[src/rtl/rmsp_pkg.sv]
// ----------------------------------------------------------------------------
// rmsp_pkg
// Shared types and fixed widths for the running mean, deviation and peak block.
// ----------------------------------------------------------------------------
package rmsp_pkg;

    localparam int ACC_BITS       = 64;
    localparam int ITER_BITS      = 7;
    localparam int ROOT_BITS      = 32;
    localparam int ROOT_ITER_BITS = 6;

    typedef enum logic [3:0] {
        ST_IDLE,
        ST_DELTA,
        ST_DIV_MEAN,
        ST_MEAN,
        ST_MUL,
        ST_ACC,
        ST_START_Q,
        ST_DIV_Q,
        ST_START_ROOT,
        ST_ROOT,
        ST_OUT
    } rmsp_state_t;

    typedef struct packed {
        logic load;
        logic start_div_mean;
        logic mean_upd;
        logic mul;
        logic acc;
        logic start_div_q;
        logic start_root;
        logic out_load;
    } rmsp_cmd_t;

    typedef struct packed {
        logic div_done;
        logic root_done;
    } rmsp_sts_t;

endpackage

[src/rtl/rmsp_div.sv]
// ----------------------------------------------------------------------------
// rmsp_div
// Restoring divider that retires one quotient bit per cycle.
// ----------------------------------------------------------------------------
module rmsp_div
    import rmsp_pkg::*;
#(
    parameter int DVS_BITS = 16
) (
    input  logic                  aclk,
    input  logic                  aresetn,
    input  logic                  start,
    input  logic [ACC_BITS-1:0]   dividend,
    input  logic [DVS_BITS-1:0]   divisor,
    input  logic [ITER_BITS-1:0]  iters,
    output logic [ACC_BITS-1:0]   quotient,
    output logic                  done
);

    logic [ACC_BITS-1:0]  q_reg, q_next;
    logic [DVS_BITS-1:0]  r_reg, r_next;
    logic [DVS_BITS-1:0]  d_reg, d_next;
    logic [ITER_BITS-1:0] cnt_reg, cnt_next;
    logic                 busy_reg, busy_next;
    logic                 done_reg, done_next;
    logic [DVS_BITS:0]    rem_shift;
    logic [DVS_BITS:0]    rem_diff;
    logic                 ge;

    assign rem_shift = {r_reg, q_reg[ACC_BITS-1]};
    assign rem_diff  = rem_shift - {1'b0, d_reg};
    assign ge        = (rem_shift >= {1'b0, d_reg});

    always_comb begin
        q_next    = q_reg;
        r_next    = r_reg;
        d_next    = d_reg;
        cnt_next  = cnt_reg;
        busy_next = busy_reg;
        done_next = 1'b0;
        if (start) begin
            q_next    = dividend;
            r_next    = '0;
            d_next    = divisor;
            cnt_next  = iters;
            busy_next = 1'b1;
        end else if (busy_reg) begin
            q_next   = {q_reg[ACC_BITS-2:0], ge};
            r_next   = ge ? rem_diff[DVS_BITS-1:0] : rem_shift[DVS_BITS-1:0];
            cnt_next = cnt_reg - 1'b1;
            if (cnt_reg == ITER_BITS'(1)) begin
                busy_next = 1'b0;
                done_next = 1'b1;
            end
        end
    end

    always_ff @(posedge aclk) begin
        q_reg <= q_next;
        r_reg <= r_next;
        d_reg <= d_next;
        if (!aresetn) begin
            cnt_reg  <= '0;
            busy_reg <= 1'b0;
            done_reg <= 1'b0;
        end else begin
            cnt_reg  <= cnt_next;
            busy_reg <= busy_next;
            done_reg <= done_next;
        end
    end

    assign quotient = q_reg;
    assign done     = done_reg;

endmodule

[src/rtl/rmsp_sqrt.sv]
// ----------------------------------------------------------------------------
// rmsp_sqrt
// Digit-by-digit integer square root, one root bit per cycle.
// ----------------------------------------------------------------------------
module rmsp_sqrt
    import rmsp_pkg::*;
(
    input  logic                  aclk,
    input  logic                  aresetn,
    input  logic                  start,
    input  logic [ACC_BITS-1:0]   radicand,
    output logic [ROOT_BITS-1:0]  root,
    output logic                  done
);

    logic [ACC_BITS-1:0]       x_reg, x_next;
    logic [ROOT_BITS+1:0]      rem_reg, rem_next;
    logic [ROOT_BITS-1:0]      root_reg, root_next;
    logic [ROOT_ITER_BITS-1:0] cnt_reg, cnt_next;
    logic                      busy_reg, busy_next;
    logic                      done_reg, done_next;
    logic [ROOT_BITS+3:0]      rem_shift;
    logic [ROOT_BITS+3:0]      trial;
    logic [ROOT_BITS+3:0]      rem_diff;
    logic                      ge;

    assign rem_shift = {rem_reg, x_reg[ACC_BITS-1:ACC_BITS-2]};
    assign trial     = (ROOT_BITS+4)'({root_reg, 2'b01});
    assign rem_diff  = rem_shift - trial;
    assign ge        = (rem_shift >= trial);

    always_comb begin
        x_next    = x_reg;
        rem_next  = rem_reg;
        root_next = root_reg;
        cnt_next  = cnt_reg;
        busy_next = busy_reg;
        done_next = 1'b0;
        if (start) begin
            x_next    = radicand;
            rem_next  = '0;
            root_next = '0;
            cnt_next  = ROOT_ITER_BITS'(ROOT_BITS);
            busy_next = 1'b1;
        end else if (busy_reg) begin
            x_next    = {x_reg[ACC_BITS-3:0], 2'b00};
            rem_next  = ge ? rem_diff[ROOT_BITS+1:0] : rem_shift[ROOT_BITS+1:0];
            root_next = {root_reg[ROOT_BITS-2:0], ge};
            cnt_next  = cnt_reg - 1'b1;
            if (cnt_reg == ROOT_ITER_BITS'(1)) begin
                busy_next = 1'b0;
                done_next = 1'b1;
            end
        end
    end

    always_ff @(posedge aclk) begin
        x_reg    <= x_next;
        rem_reg  <= rem_next;
        root_reg <= root_next;
        if (!aresetn) begin
            cnt_reg  <= '0;
            busy_reg <= 1'b0;
            done_reg <= 1'b0;
        end else begin
            cnt_reg  <= cnt_next;
            busy_reg <= busy_next;
            done_reg <= done_next;
        end
    end

    assign root = root_reg;
    assign done = done_reg;

endmodule

[src/rtl/rmsp_dp.sv]
// ----------------------------------------------------------------------------
// rmsp_dp
// Datapath: statistics state, Welford update, divider, root unit and output.
// ----------------------------------------------------------------------------
module rmsp_dp
    import rmsp_pkg::*;
#(
    parameter int SAMPLE_BITS = 24,
    parameter int COUNT_BITS  = 16
) (
    input  logic                      aclk,
    input  logic                      aresetn,
    input  rmsp_cmd_t                 cmd,
    output rmsp_sts_t                 sts,
    input  logic [SAMPLE_BITS-1:0]    in_sample,
    input  logic                      in_clear,
    output logic [COUNT_BITS-1:0]     out_count,
    output logic [SAMPLE_BITS-1:0]    out_mean,
    output logic [SAMPLE_BITS-2:0]    out_stdev,
    output logic [SAMPLE_BITS-1:0]    out_peak
);

    localparam logic [SAMPLE_BITS-2:0] DMAX = '1;

    logic [COUNT_BITS-1:0]  cnt_reg;
    logic [SAMPLE_BITS-1:0] mean_reg;
    logic [ACC_BITS-1:0]    q_reg;
    logic [SAMPLE_BITS-1:0] peak_reg;
    logic [SAMPLE_BITS-1:0] sample_reg;
    logic                   delta_neg_reg;
    logic [SAMPLE_BITS:0]   delta_mag_reg;
    logic [ACC_BITS-1:0]    prod_reg;
    logic [COUNT_BITS-1:0]  out_count_reg;
    logic [SAMPLE_BITS-1:0] out_mean_reg;
    logic [SAMPLE_BITS-2:0] out_stdev_reg;
    logic [SAMPLE_BITS-1:0] out_peak_reg;

    logic [COUNT_BITS-1:0]  base_cnt;
    logic [SAMPLE_BITS-1:0] base_peak;
    logic [SAMPLE_BITS-1:0] in_mag;
    logic [SAMPLE_BITS:0]   delta_c;
    logic [SAMPLE_BITS:0]   delta_mag_c;
    logic [SAMPLE_BITS:0]   dev_c;
    logic [SAMPLE_BITS:0]   dev_mag_c;
    logic [SAMPLE_BITS:0]   quot_c;
    logic [SAMPLE_BITS:0]   step_c;
    logic [SAMPLE_BITS:0]   mean_sum_c;
    logic [ACC_BITS:0]      acc_sum_c;
    logic [ACC_BITS-1:0]    div_dividend;
    logic [ITER_BITS-1:0]   div_iters;
    logic [ACC_BITS-1:0]    div_quot;
    logic [ROOT_BITS-1:0]   root;
    logic [SAMPLE_BITS-2:0] stdev_c;

    assign base_cnt  = in_clear ? '0 : cnt_reg;
    assign base_peak = in_clear ? '0 : peak_reg;
    assign in_mag    = in_sample[SAMPLE_BITS-1] ? (~in_sample + 1'b1) : in_sample;

    assign delta_c     = {sample_reg[SAMPLE_BITS-1], sample_reg}
                       - {mean_reg[SAMPLE_BITS-1], mean_reg};
    assign delta_mag_c = delta_c[SAMPLE_BITS] ? (~delta_c + 1'b1) : delta_c;
    assign dev_c       = {sample_reg[SAMPLE_BITS-1], sample_reg}
                       - {mean_reg[SAMPLE_BITS-1], mean_reg};
    assign dev_mag_c   = dev_c[SAMPLE_BITS] ? (~dev_c + 1'b1) : dev_c;

    assign quot_c     = div_quot[SAMPLE_BITS:0];
    assign step_c     = delta_neg_reg ? (~quot_c + 1'b1) : quot_c;
    assign mean_sum_c = {mean_reg[SAMPLE_BITS-1], mean_reg} + step_c;
    assign acc_sum_c  = {1'b0, q_reg} + {1'b0, prod_reg};

    assign div_dividend = cmd.start_div_mean
                        ? (ACC_BITS'(delta_mag_c) << (ACC_BITS - SAMPLE_BITS - 1))
                        : q_reg;
    assign div_iters    = cmd.start_div_mean ? ITER_BITS'(SAMPLE_BITS + 1)
                                             : ITER_BITS'(ACC_BITS);

    assign stdev_c = (root > ROOT_BITS'(DMAX)) ? DMAX : root[SAMPLE_BITS-2:0];

    rmsp_div #(
        .DVS_BITS (COUNT_BITS)
    ) u_div (
        .aclk     (aclk),
        .aresetn  (aresetn),
        .start    (cmd.start_div_mean | cmd.start_div_q),
        .dividend (div_dividend),
        .divisor  (cnt_reg),
        .iters    (div_iters),
        .quotient (div_quot),
        .done     (sts.div_done)
    );

    rmsp_sqrt u_sqrt (
        .aclk     (aclk),
        .aresetn  (aresetn),
        .start    (cmd.start_root),
        .radicand (div_quot),
        .root     (root),
        .done     (sts.root_done)
    );

    always_ff @(posedge aclk) begin
        if (!aresetn) begin
            cnt_reg  <= '0;
            mean_reg <= '0;
            q_reg    <= '0;
            peak_reg <= '0;
        end else if (cmd.load) begin
            cnt_reg  <= (&base_cnt) ? base_cnt : base_cnt + 1'b1;
            peak_reg <= (in_mag > base_peak) ? in_mag : base_peak;
            if (in_clear) begin
                mean_reg <= '0;
                q_reg    <= '0;
            end
        end else if (cmd.mean_upd) begin
            mean_reg <= mean_sum_c[SAMPLE_BITS-1:0];
        end else if (cmd.acc) begin
            q_reg <= acc_sum_c[ACC_BITS] ? '1 : acc_sum_c[ACC_BITS-1:0];
        end
    end

    always_ff @(posedge aclk) begin
        if (cmd.load) begin
            sample_reg <= in_sample;
        end
        if (cmd.start_div_mean) begin
            delta_neg_reg <= delta_c[SAMPLE_BITS];
            delta_mag_reg <= delta_mag_c;
        end
        if (cmd.mul) begin
            prod_reg <= ACC_BITS'(delta_mag_reg * dev_mag_c);
        end
        if (cmd.out_load) begin
            out_count_reg <= cnt_reg;
            out_mean_reg  <= mean_reg;
            out_stdev_reg <= stdev_c;
            out_peak_reg  <= peak_reg;
        end
    end

    assign out_count = out_count_reg;
    assign out_mean  = out_mean_reg;
    assign out_stdev = out_stdev_reg;
    assign out_peak  = out_peak_reg;

endmodule

[src/rtl/rmsp_ctrl.sv]
// ----------------------------------------------------------------------------
// rmsp_ctrl
// Controller: sequences one request through the datapath and owns the handshakes.
// ----------------------------------------------------------------------------
module rmsp_ctrl
    import rmsp_pkg::*;
(
    input  logic      aclk,
    input  logic      aresetn,
    input  logic      s_tvalid,
    output logic      s_tready,
    output logic      m_tvalid,
    input  logic      m_tready,
    input  rmsp_sts_t sts,
    output rmsp_cmd_t cmd
);

    rmsp_state_t state_reg, state_next;
    logic        m_tvalid_reg, m_tvalid_next;
    logic        slot_free;

    assign slot_free = !m_tvalid_reg || m_tready;

    always_comb begin
        state_next = state_reg;
        case (state_reg)
            ST_IDLE: begin
                if (s_tvalid) begin
                    state_next = ST_DELTA;
                end
            end
            ST_DELTA:      state_next = ST_DIV_MEAN;
            ST_DIV_MEAN: begin
                if (sts.div_done) begin
                    state_next = ST_MEAN;
                end
            end
            ST_MEAN:       state_next = ST_MUL;
            ST_MUL:        state_next = ST_ACC;
            ST_ACC:        state_next = ST_START_Q;
            ST_START_Q:    state_next = ST_DIV_Q;
            ST_DIV_Q: begin
                if (sts.div_done) begin
                    state_next = ST_START_ROOT;
                end
            end
            ST_START_ROOT: state_next = ST_ROOT;
            ST_ROOT: begin
                if (sts.root_done) begin
                    state_next = ST_OUT;
                end
            end
            ST_OUT: begin
                if (slot_free) begin
                    state_next = ST_IDLE;
                end
            end
            default:       state_next = ST_IDLE;
        endcase
    end

    always_comb begin
        cmd      = '0;
        s_tready = 1'b0;
        case (state_reg)
            ST_IDLE: begin
                s_tready = 1'b1;
                cmd.load = s_tvalid;
            end
            ST_DELTA:      cmd.start_div_mean = 1'b1;
            ST_MEAN:       cmd.mean_upd       = 1'b1;
            ST_MUL:        cmd.mul            = 1'b1;
            ST_ACC:        cmd.acc            = 1'b1;
            ST_START_Q:    cmd.start_div_q    = 1'b1;
            ST_START_ROOT: cmd.start_root     = 1'b1;
            ST_OUT:        cmd.out_load       = slot_free;
            default:       cmd = '0;
        endcase
    end

    always_comb begin
        m_tvalid_next = m_tvalid_reg;
        if (cmd.out_load) begin
            m_tvalid_next = 1'b1;
        end else if (m_tready) begin
            m_tvalid_next = 1'b0;
        end
    end

    always_ff @(posedge aclk) begin
        if (!aresetn) begin
            state_reg    <= ST_IDLE;
            m_tvalid_reg <= 1'b0;
        end else begin
            state_reg    <= state_next;
            m_tvalid_reg <= m_tvalid_next;
        end
    end

    assign m_tvalid = m_tvalid_reg;

endmodule

[src/rtl/running_mean_stdev_peak.sv]
// ----------------------------------------------------------------------------
// running_mean_stdev_peak
// Online count, mean, population standard deviation and peak of a sample stream.
// ----------------------------------------------------------------------------
// Each request on the s_ channel carries one signed sample in s_tdata and a
// clear flag in s_tuser that empties the statistics before the sample is added.
// Every request yields exactly one result on the m_ channel with the count, the
// mean, the standard deviation and the peak absolute sample since the last clear.
// One request is processed at a time: a new request is taken only once the
// result of the one before has been loaded into the output register. Most of
// the processing time goes to the bit-serial divider, which runs once for the
// mean step and once over the 64-bit square sum, and to the 32-step square
// root unit. s_tready is high while the block waits for a request, even when
// an earlier result is still held in the output register. If the receiver
// stalls, the result is held and the next request stops before loading its
// result until the register is free. Reset clears the statistics to zero and
// drops m_tvalid; the block is ready as soon as reset is released.
// ----------------------------------------------------------------------------
module running_mean_stdev_peak
    import rmsp_pkg::*;
#(
    parameter int SAMPLE_BITS = 24,
    parameter int COUNT_BITS  = 16
) (
    input  logic                                      aclk,
    input  logic                                      aresetn,
    input  logic                                      s_tvalid,
    output logic                                      s_tready,
    // Fields from bit 0: sample.
    input  logic [((SAMPLE_BITS+7)/8)*8-1:0]          s_tdata,
    // Fields from bit 0: clear.
    input  logic                                      s_tuser,
    output logic                                      m_tvalid,
    input  logic                                      m_tready,
    // Fields from bit 0: count, mean, stdev, peak.
    output logic [((COUNT_BITS+3*SAMPLE_BITS-1+7)/8)*8-1:0] m_tdata
);

    localparam int OUT_BITS   = COUNT_BITS + 3 * SAMPLE_BITS - 1;
    localparam int M_TDATA_W  = ((OUT_BITS + 7) / 8) * 8;

    rmsp_cmd_t              cmd;
    rmsp_sts_t              sts;
    logic [COUNT_BITS-1:0]  out_count;
    logic [SAMPLE_BITS-1:0] out_mean;
    logic [SAMPLE_BITS-2:0] out_stdev;
    logic [SAMPLE_BITS-1:0] out_peak;
    logic [OUT_BITS-1:0]    out_vec;

    rmsp_ctrl u_ctrl (
        .aclk     (aclk),
        .aresetn  (aresetn),
        .s_tvalid (s_tvalid),
        .s_tready (s_tready),
        .m_tvalid (m_tvalid),
        .m_tready (m_tready),
        .sts      (sts),
        .cmd      (cmd)
    );

    rmsp_dp #(
        .SAMPLE_BITS (SAMPLE_BITS),
        .COUNT_BITS  (COUNT_BITS)
    ) u_dp (
        .aclk      (aclk),
        .aresetn   (aresetn),
        .cmd       (cmd),
        .sts       (sts),
        .in_sample (s_tdata[SAMPLE_BITS-1:0]),
        .in_clear  (s_tuser),
        .out_count (out_count),
        .out_mean  (out_mean),
        .out_stdev (out_stdev),
        .out_peak  (out_peak)
    );

    assign out_vec = {out_peak, out_stdev, out_mean, out_count};
    assign m_tdata = M_TDATA_W'(out_vec);

endmodule

[config.mk]
export PLATFORM = sky130hd
export DESIGN_NAME = running_mean_stdev_peak
export DESIGN_NICKNAME = d
export VERILOG_FILES = /design/src/rtl/rmsp_pkg.sv /design/src/rtl/rmsp_div.sv /design/src/rtl/rmsp_sqrt.sv /design/src/rtl/rmsp_dp.sv /design/src/rtl/rmsp_ctrl.sv /design/src/rtl/running_mean_stdev_peak.sv
export SDC_FILE = /design/constraint.sdc
export NUM_CORES = 2
export LEC_CHECK = 0
export BUFFER_PORTS_ARGS = -buffer_cell sky130_fd_sc_hd__buf_4
export CAP_MARGIN = 20
export CORE_MARGIN = 2
export CORE_UTILIZATION = 40
export CTS_CLUSTER_DIAMETER = 80
export DETAILED_ROUTE_END_ITERATION = 10
export GPL_ROUTABILITY_DRIVEN = 0
export PLACE_DENSITY_LB_ADDON = 0.15
export SYNTH_ARGS = -nofsm -noshare
export SYNTH_HDL_FRONTEND = slang
export SYNTH_SLANG_ARGS = --single-unit
[constraint.sdc]
create_clock -name aclk -period 18.7 [get_ports aclk]
set_input_delay 1.87 -clock aclk [delete_from_list [all_inputs] [get_ports aclk]]
set_output_delay 1.87 -clock aclk [all_outputs]
set_load 0.05 [all_outputs]
Word level (Yosys, flattened, before mapping). Cells that the tools add are included.

Multipliers: 1. Reduce and logical (&&, ||, !) cells: 15. Equal/unequal tests: 19. Multiplexer cells: 52. Bitwise gates (word level): 7. $add $sub $neg: 11. Order comparisons: 4.

Operators by type and width (count): $mux 64 (10); $mux 24 (7); $add 64x50->65 (1); $mul 25x25->50 (1); $add 24x1->24 const B (2); $mux 16 (3); $not 24->24 (2); $pmux 4 s11 (1); $ge 36x34->1 (1); $mux 34 (1); $sub 34x34->34 (1); $gt 32x23->1 const B (1); $add 25x1->25 const B (1); $mux 25 (1); $not 25->25 (1); $sub 24x24->25 (1); $add 24x24->24 (1); $gt 24x24->1 (1); $mux 7 (3); $mux 4 (5); $mux 1 (19); $ge 17x16->1 (1); $add 16x1->16 const B (1); $eq 4x3->1 const B (4); other kinds (23) (39).

Register bits: 563. Word-level logic and storage cells: 136. Input port bits: 29. Output and inout bits: 90.

Logic depth before layout (Yosys ltp).
Word-level depth: 6. Depth in mapped cells: 39. Depth with buffers taken out: 37.

Cells and area by module. A second synthesis with hierarchy kept.

Cell total of the unflattened synthesis: 5416. Area total of the unflattened synthesis: 51869.7 µm².

By module, submodules not included: rmsp_dp (times used 1, seq. area each 8177.8 µm², cells each 4165, area an instance 38518.2 µm²); rmsp_sqrt (times used 1, seq. area each 3403.3 µm², cells each 764, area an instance 7603.5 µm²); rmsp_div (times used 1, seq. area each 2902.8 µm², cells each 435, area an instance 5375.2 µm²); rmsp_ctrl (times used 1, seq. area each 100.1 µm², cells each 50, area an instance 361.6 µm²); running_mean_stdev_peak (times used 1, seq. area each 0.0 µm², cells each 2, area an instance 11.3 µm²).

Worst setup path before layout. Ideal clock, no wire load.

Path kind: reg2reg. Start point: register u_dp.sample_reg[0]. End point: register u_dp.prod_reg[45] (data pin). Setup time: 0.255 ns. Path slack: 8.936 ns. Period minus slack after synthesis: 9.764 ns. Arrival time: 9.509 ns. Path buffers: 1. Required time: 18.445 ns. Cell stages (with the launch flop): 38. Cell sequence: edfxtp_1 > inv_1 > ha_1 > fa_1 > nor2b_1 > o2111a_2 > nor3_1 > nor2_1 > o311ai_2 > or3_4 > nor3b_2 > nor2_1 > xor2_1 > buf_2 > nand2_1 > fa_1 > inv_1 > fa_1 > (+2 left out) > fa_1 > inv_1 > fa_1 > inv_1 > fa_1 > inv_1 > fa_1 > ha_1 > and2_1 > o21a_1 > a221oi_1 > o21bai_1 > o21bai_1 > a31oi_1 > a221oi_2 > o211ai_1 > or4b_1 > and3_1.

Cells in the longest elaborated chain, start to end: 5.

RTL lines: from (decl) (line rmsp_dp.sv:29) `logic [SAMPLE_BITS-1:0] sample_reg;`; from (signal assigned) (line rmsp_dp.sv:123) `sample_reg <= in_sample;`; $sub 24x24->25 (*) (line rmsp_dp.sv:63) `- {mean_reg[SAMPLE_BITS-1], mean_reg};`; $not 25->25 (line rmsp_dp.sv:64) `assign dev_mag_c = dev_c[SAMPLE_BITS] ? (~dev_c + 1'b1) : dev_c;`; $add 25x1->25 (line rmsp_dp.sv:64); $mux 25 (*) (line rmsp_dp.sv:64); $mul 25x25->50 (*) (line rmsp_dp.sv:130) `prod_reg <= ACC_BITS'(delta_mag_reg * dev_mag_c);`; to (signal assigned) (line rmsp_dp.sv:130); to (decl) (line rmsp_dp.sv:32) `logic [ACC_BITS-1:0] prod_reg;`.

Mark *: on every way between the ends. The rest lies on a longest branch, timed or not. A chain may end at the register's enable or synchronous reset.

Final worst setup path. Ends and elaborated chain as after synthesis.

==> flow_summary.toml <==
[outcome]
outcome = "finished clean"

[worst_setup_path]
crit_slowest_cell = "fa_1"
cpMostUsedCell = "fa_1"
endpoint_kind = "flip-flop"
crit_buf_inv = 7
crit_required_ns = 19.07
critPathKind = "reg2reg"
crit_fanout = 27
startpoint_type = "flip-flop"
crit_family = "adder cells"
slowest_delay_ns = 0.56
worst_ep_arrival_time_ns = 11.23

[drt]
ant_nets = 0
vias = 39500
dr.pass1.iters = 7
route.final.wire_length_mm = 150
avgViaCountPerCell = 5.43
wire_per_inst_um = 20.6
route.detailed.drc = 0
drt_iter0_markers = 2579

[die]
placementRows = 131
ios = 119
fp.dieW_um = 363
start_util = 0.403
die_y_um = 363
dieArea_sq_um = 132000
core_area_sq_um = 128000

[yosys]
synthesis.area_sq_um = 51500
ys_ff_latch = 563
seq_area_frac_synth = 0.283
ys_types = 106
avgSynthCellArea_sq_um = 9.29
synth_nets = 6462
yosysWarnings = 0
syn_inst = 5539
synth_edf_count = 331
yosys_most_used_dff = "edfxtp_1"
ys_async_sr_fraction = 0

[sta]
period_minus_slack_ns = 10.86
hold_viol_final = 0
final.setup.tns_ns = 0
slew_violations = 0
max-slew-margin-rel = 0.191
tightest_slew_ns = 1.20
period_share = 0.581
clock.fmax_mhz = 92.1
grt_setup_unrepaired = "no"
finalSetupViolations = 0
fin_skew_ns = 0.0235

[global_routing]
grt_pass1_vias = 39800
grt_pass1_wl_mm = 235
grt_start_max_net_pins = 71
grt_overflow = 0
grt_use_total = 0.229
antenna_found_initial = 3

[clock_tree]
cts_buffers = 69
cts_root_buf = "clkbuf_16"
cts_resized = 0
tritoncts = "done"
cts_buffer_depth = 3
post-cts-setup-buffers = 0
holdBufCountCts = 0
htreeDepth = 3
clk_pin_slew_worst_paths_ns = 0.06
clock_sink_count = 563
clk_latency_ns = 0.62

[flow_run]
cap_violations = 0

[finish]
area_delta_synth_final_pct = 9.64
drive_above_1_share = 0.0733
fin_nets = 6483

[worst_hold_path]
min_path_type = "reg2reg"

[place]
hpwl_mm = 107
io_buffers = 117
## synthesized netlist by cell type (13+ instances only)
cell,count,area [sq um]
clkbuf_1,191,717
and2_1,212,1330
o31ai_1,17,128
fa_1,530,10600
a21o_1,110,826
xnor2_1,142,1240
a22oi_1,13,97.6
nor4_1,13,81.3
o211ai_1,23,173
buf_2,45,225
a22o_1,72,631
a31oi_1,25,156
nor2b_1,58,363
or3_1,27,169
edfxtp_1,331,9940
a21oi_1,302,1510
nand3_1,77,385
nand2b_1,49,307
ha_1,364,4550
dfxtp_1,232,4640
nand4_1,69,432
nor3_1,73,365
a211oi_1,57,428
nand2_1,844,3170
mux2i_1,57,571
inv_1,742,2790
o21bai_1,33,248
and3_1,44,275
o21ai_0,172,861
xor2_1,94,823
nor2_1,248,931
o21a_1,33,248
## layer usage
| layer | global-route usage | part of all wire | vias up |
|---|---|---|---|
| met4 | 0.0607 | 0.026 | 0 |
| li1 | - | - | 18500 |
| met2 | 0.380 | 0.47 | 1044 |
| met1 | 0.316 | 0.45 | 19800 |
| met3 | 0.0252 | 0.050 | 220 |
| met5 | 0 | 0 | - |
## cells by family (layout without fill, tap and decap cells)
family	after synthesis	count (layout)	synth area share
compound gates	998	998	0.129
other cells	1	3	0.0000729
simple gates	1778	1778	0.162
flops	563	563	0.283
xor+xnor	246	246	0.0436
buf+inv	999	1077	0.0749
mux	60	60	0.0117
fa+ha+maj	894	894	0.295
## final timing paths
path | depth (start not counted) | endpoint | slack [ns] | from
min | 2 | u_dp.u_div.r_reg[15] | 0.46 | u_dp.u_div.r_reg[15]
max | 36 | u_dp.prod_reg[45] | 7.84 | u_dp.sample_reg[0]
max reg2reg | 36 | u_dp.prod_reg[45] | 7.84 | u_dp.sample_reg[0]
min reg2reg | 2 | u_dp.u_div.r_reg[15] | 0.46 | u_dp.u_div.r_reg[15]
## layout by cell type, fill, tap and decap left out, types with 17 or more instances in the layout
| cell type | n |
|---|---|
| nand2_1 | 842 |
| inv_1 | 739 |
| fa_1 | 530 |
| ha_1 | 364 |
| edfxtp_1 | 331 |
| a21oi_1 | 302 |
| nor2_1 | 246 |
| dfxtp_1 | 231 |
| and2_1 | 211 |
| buf_4 | 202 |
| o21ai_0 | 172 |
| xnor2_1 | 138 |
| a21o_1 | 110 |
| xor2_1 | 85 |
| nand3_1 | 77 |
| a22o_1 | 72 |
| clkbuf_16 | 72 |
| nand4_1 | 69 |
| nor3_1 | 69 |
| nor2b_1 | 57 |
| a211oi_1 | 57 |
| mux2i_1 | 57 |
| nand2b_1 | 49 |
| and3_1 | 43 |
| o21bai_1 | 33 |
| o21a_1 | 33 |
| or3_1 | 27 |
| a31oi_1 | 24 |
| o211ai_1 | 23 |
| o31ai_1 | 17 |
| clkinv_2 | 17 |
## metrics by stage
step                      hold WS [ns]  utilization  setup slack [ns]  std cells  cell area (sq um)
after detailed placement         0.451        0.424              7.80       7149              54200
after global placement           0.440        0.424              7.91       7149              54200
final                            0.463        0.442              7.84       7281              56400
after global routing             0.477        0.442              7.13       7279              56400
after floorplan                  0.415            -              8.94       5539              51500
after CTS                        0.468        0.442              7.77       7277              56400
## worst reg2reg max path, delay by kind of cell (launching register included)
| kind | cells | cell delay, ns |
|---|---|---|
| xor gates and xnor gates | 1 | 0.17 |
| buffers and inverters | 7 | 0.71 |
| AOI/OAI and AO/OA | 10 | 2.81 |
| DFF | 1 | 0.32 |
| adders and majority gates | 10 | 4.68 |
| and+or+nand+nor | 8 | 1.93 |
## final cells by class
| class | instances | area (sq um) |
|---|---|---|
| Sequential cell | 563 | 14600 |
| Multi-Input combinational cell | 3977 | 33200 |
| Inverter | 745 | 2800 |
| Clock buffer | 90 | 1910 |
| Clock inverter | 38 | 283 |
| Antenna cell | 2 | 5.00 |
| Fill cell | 12500 | 71300 |
| Tap cell | 1662 | 2080 |
| Timing Repair Buffer | 204 | 1540 |
Power is left out: the tool's default activity adds up to more than one toggle a clock period on the data nets, which glitch-free logic cannot reach.
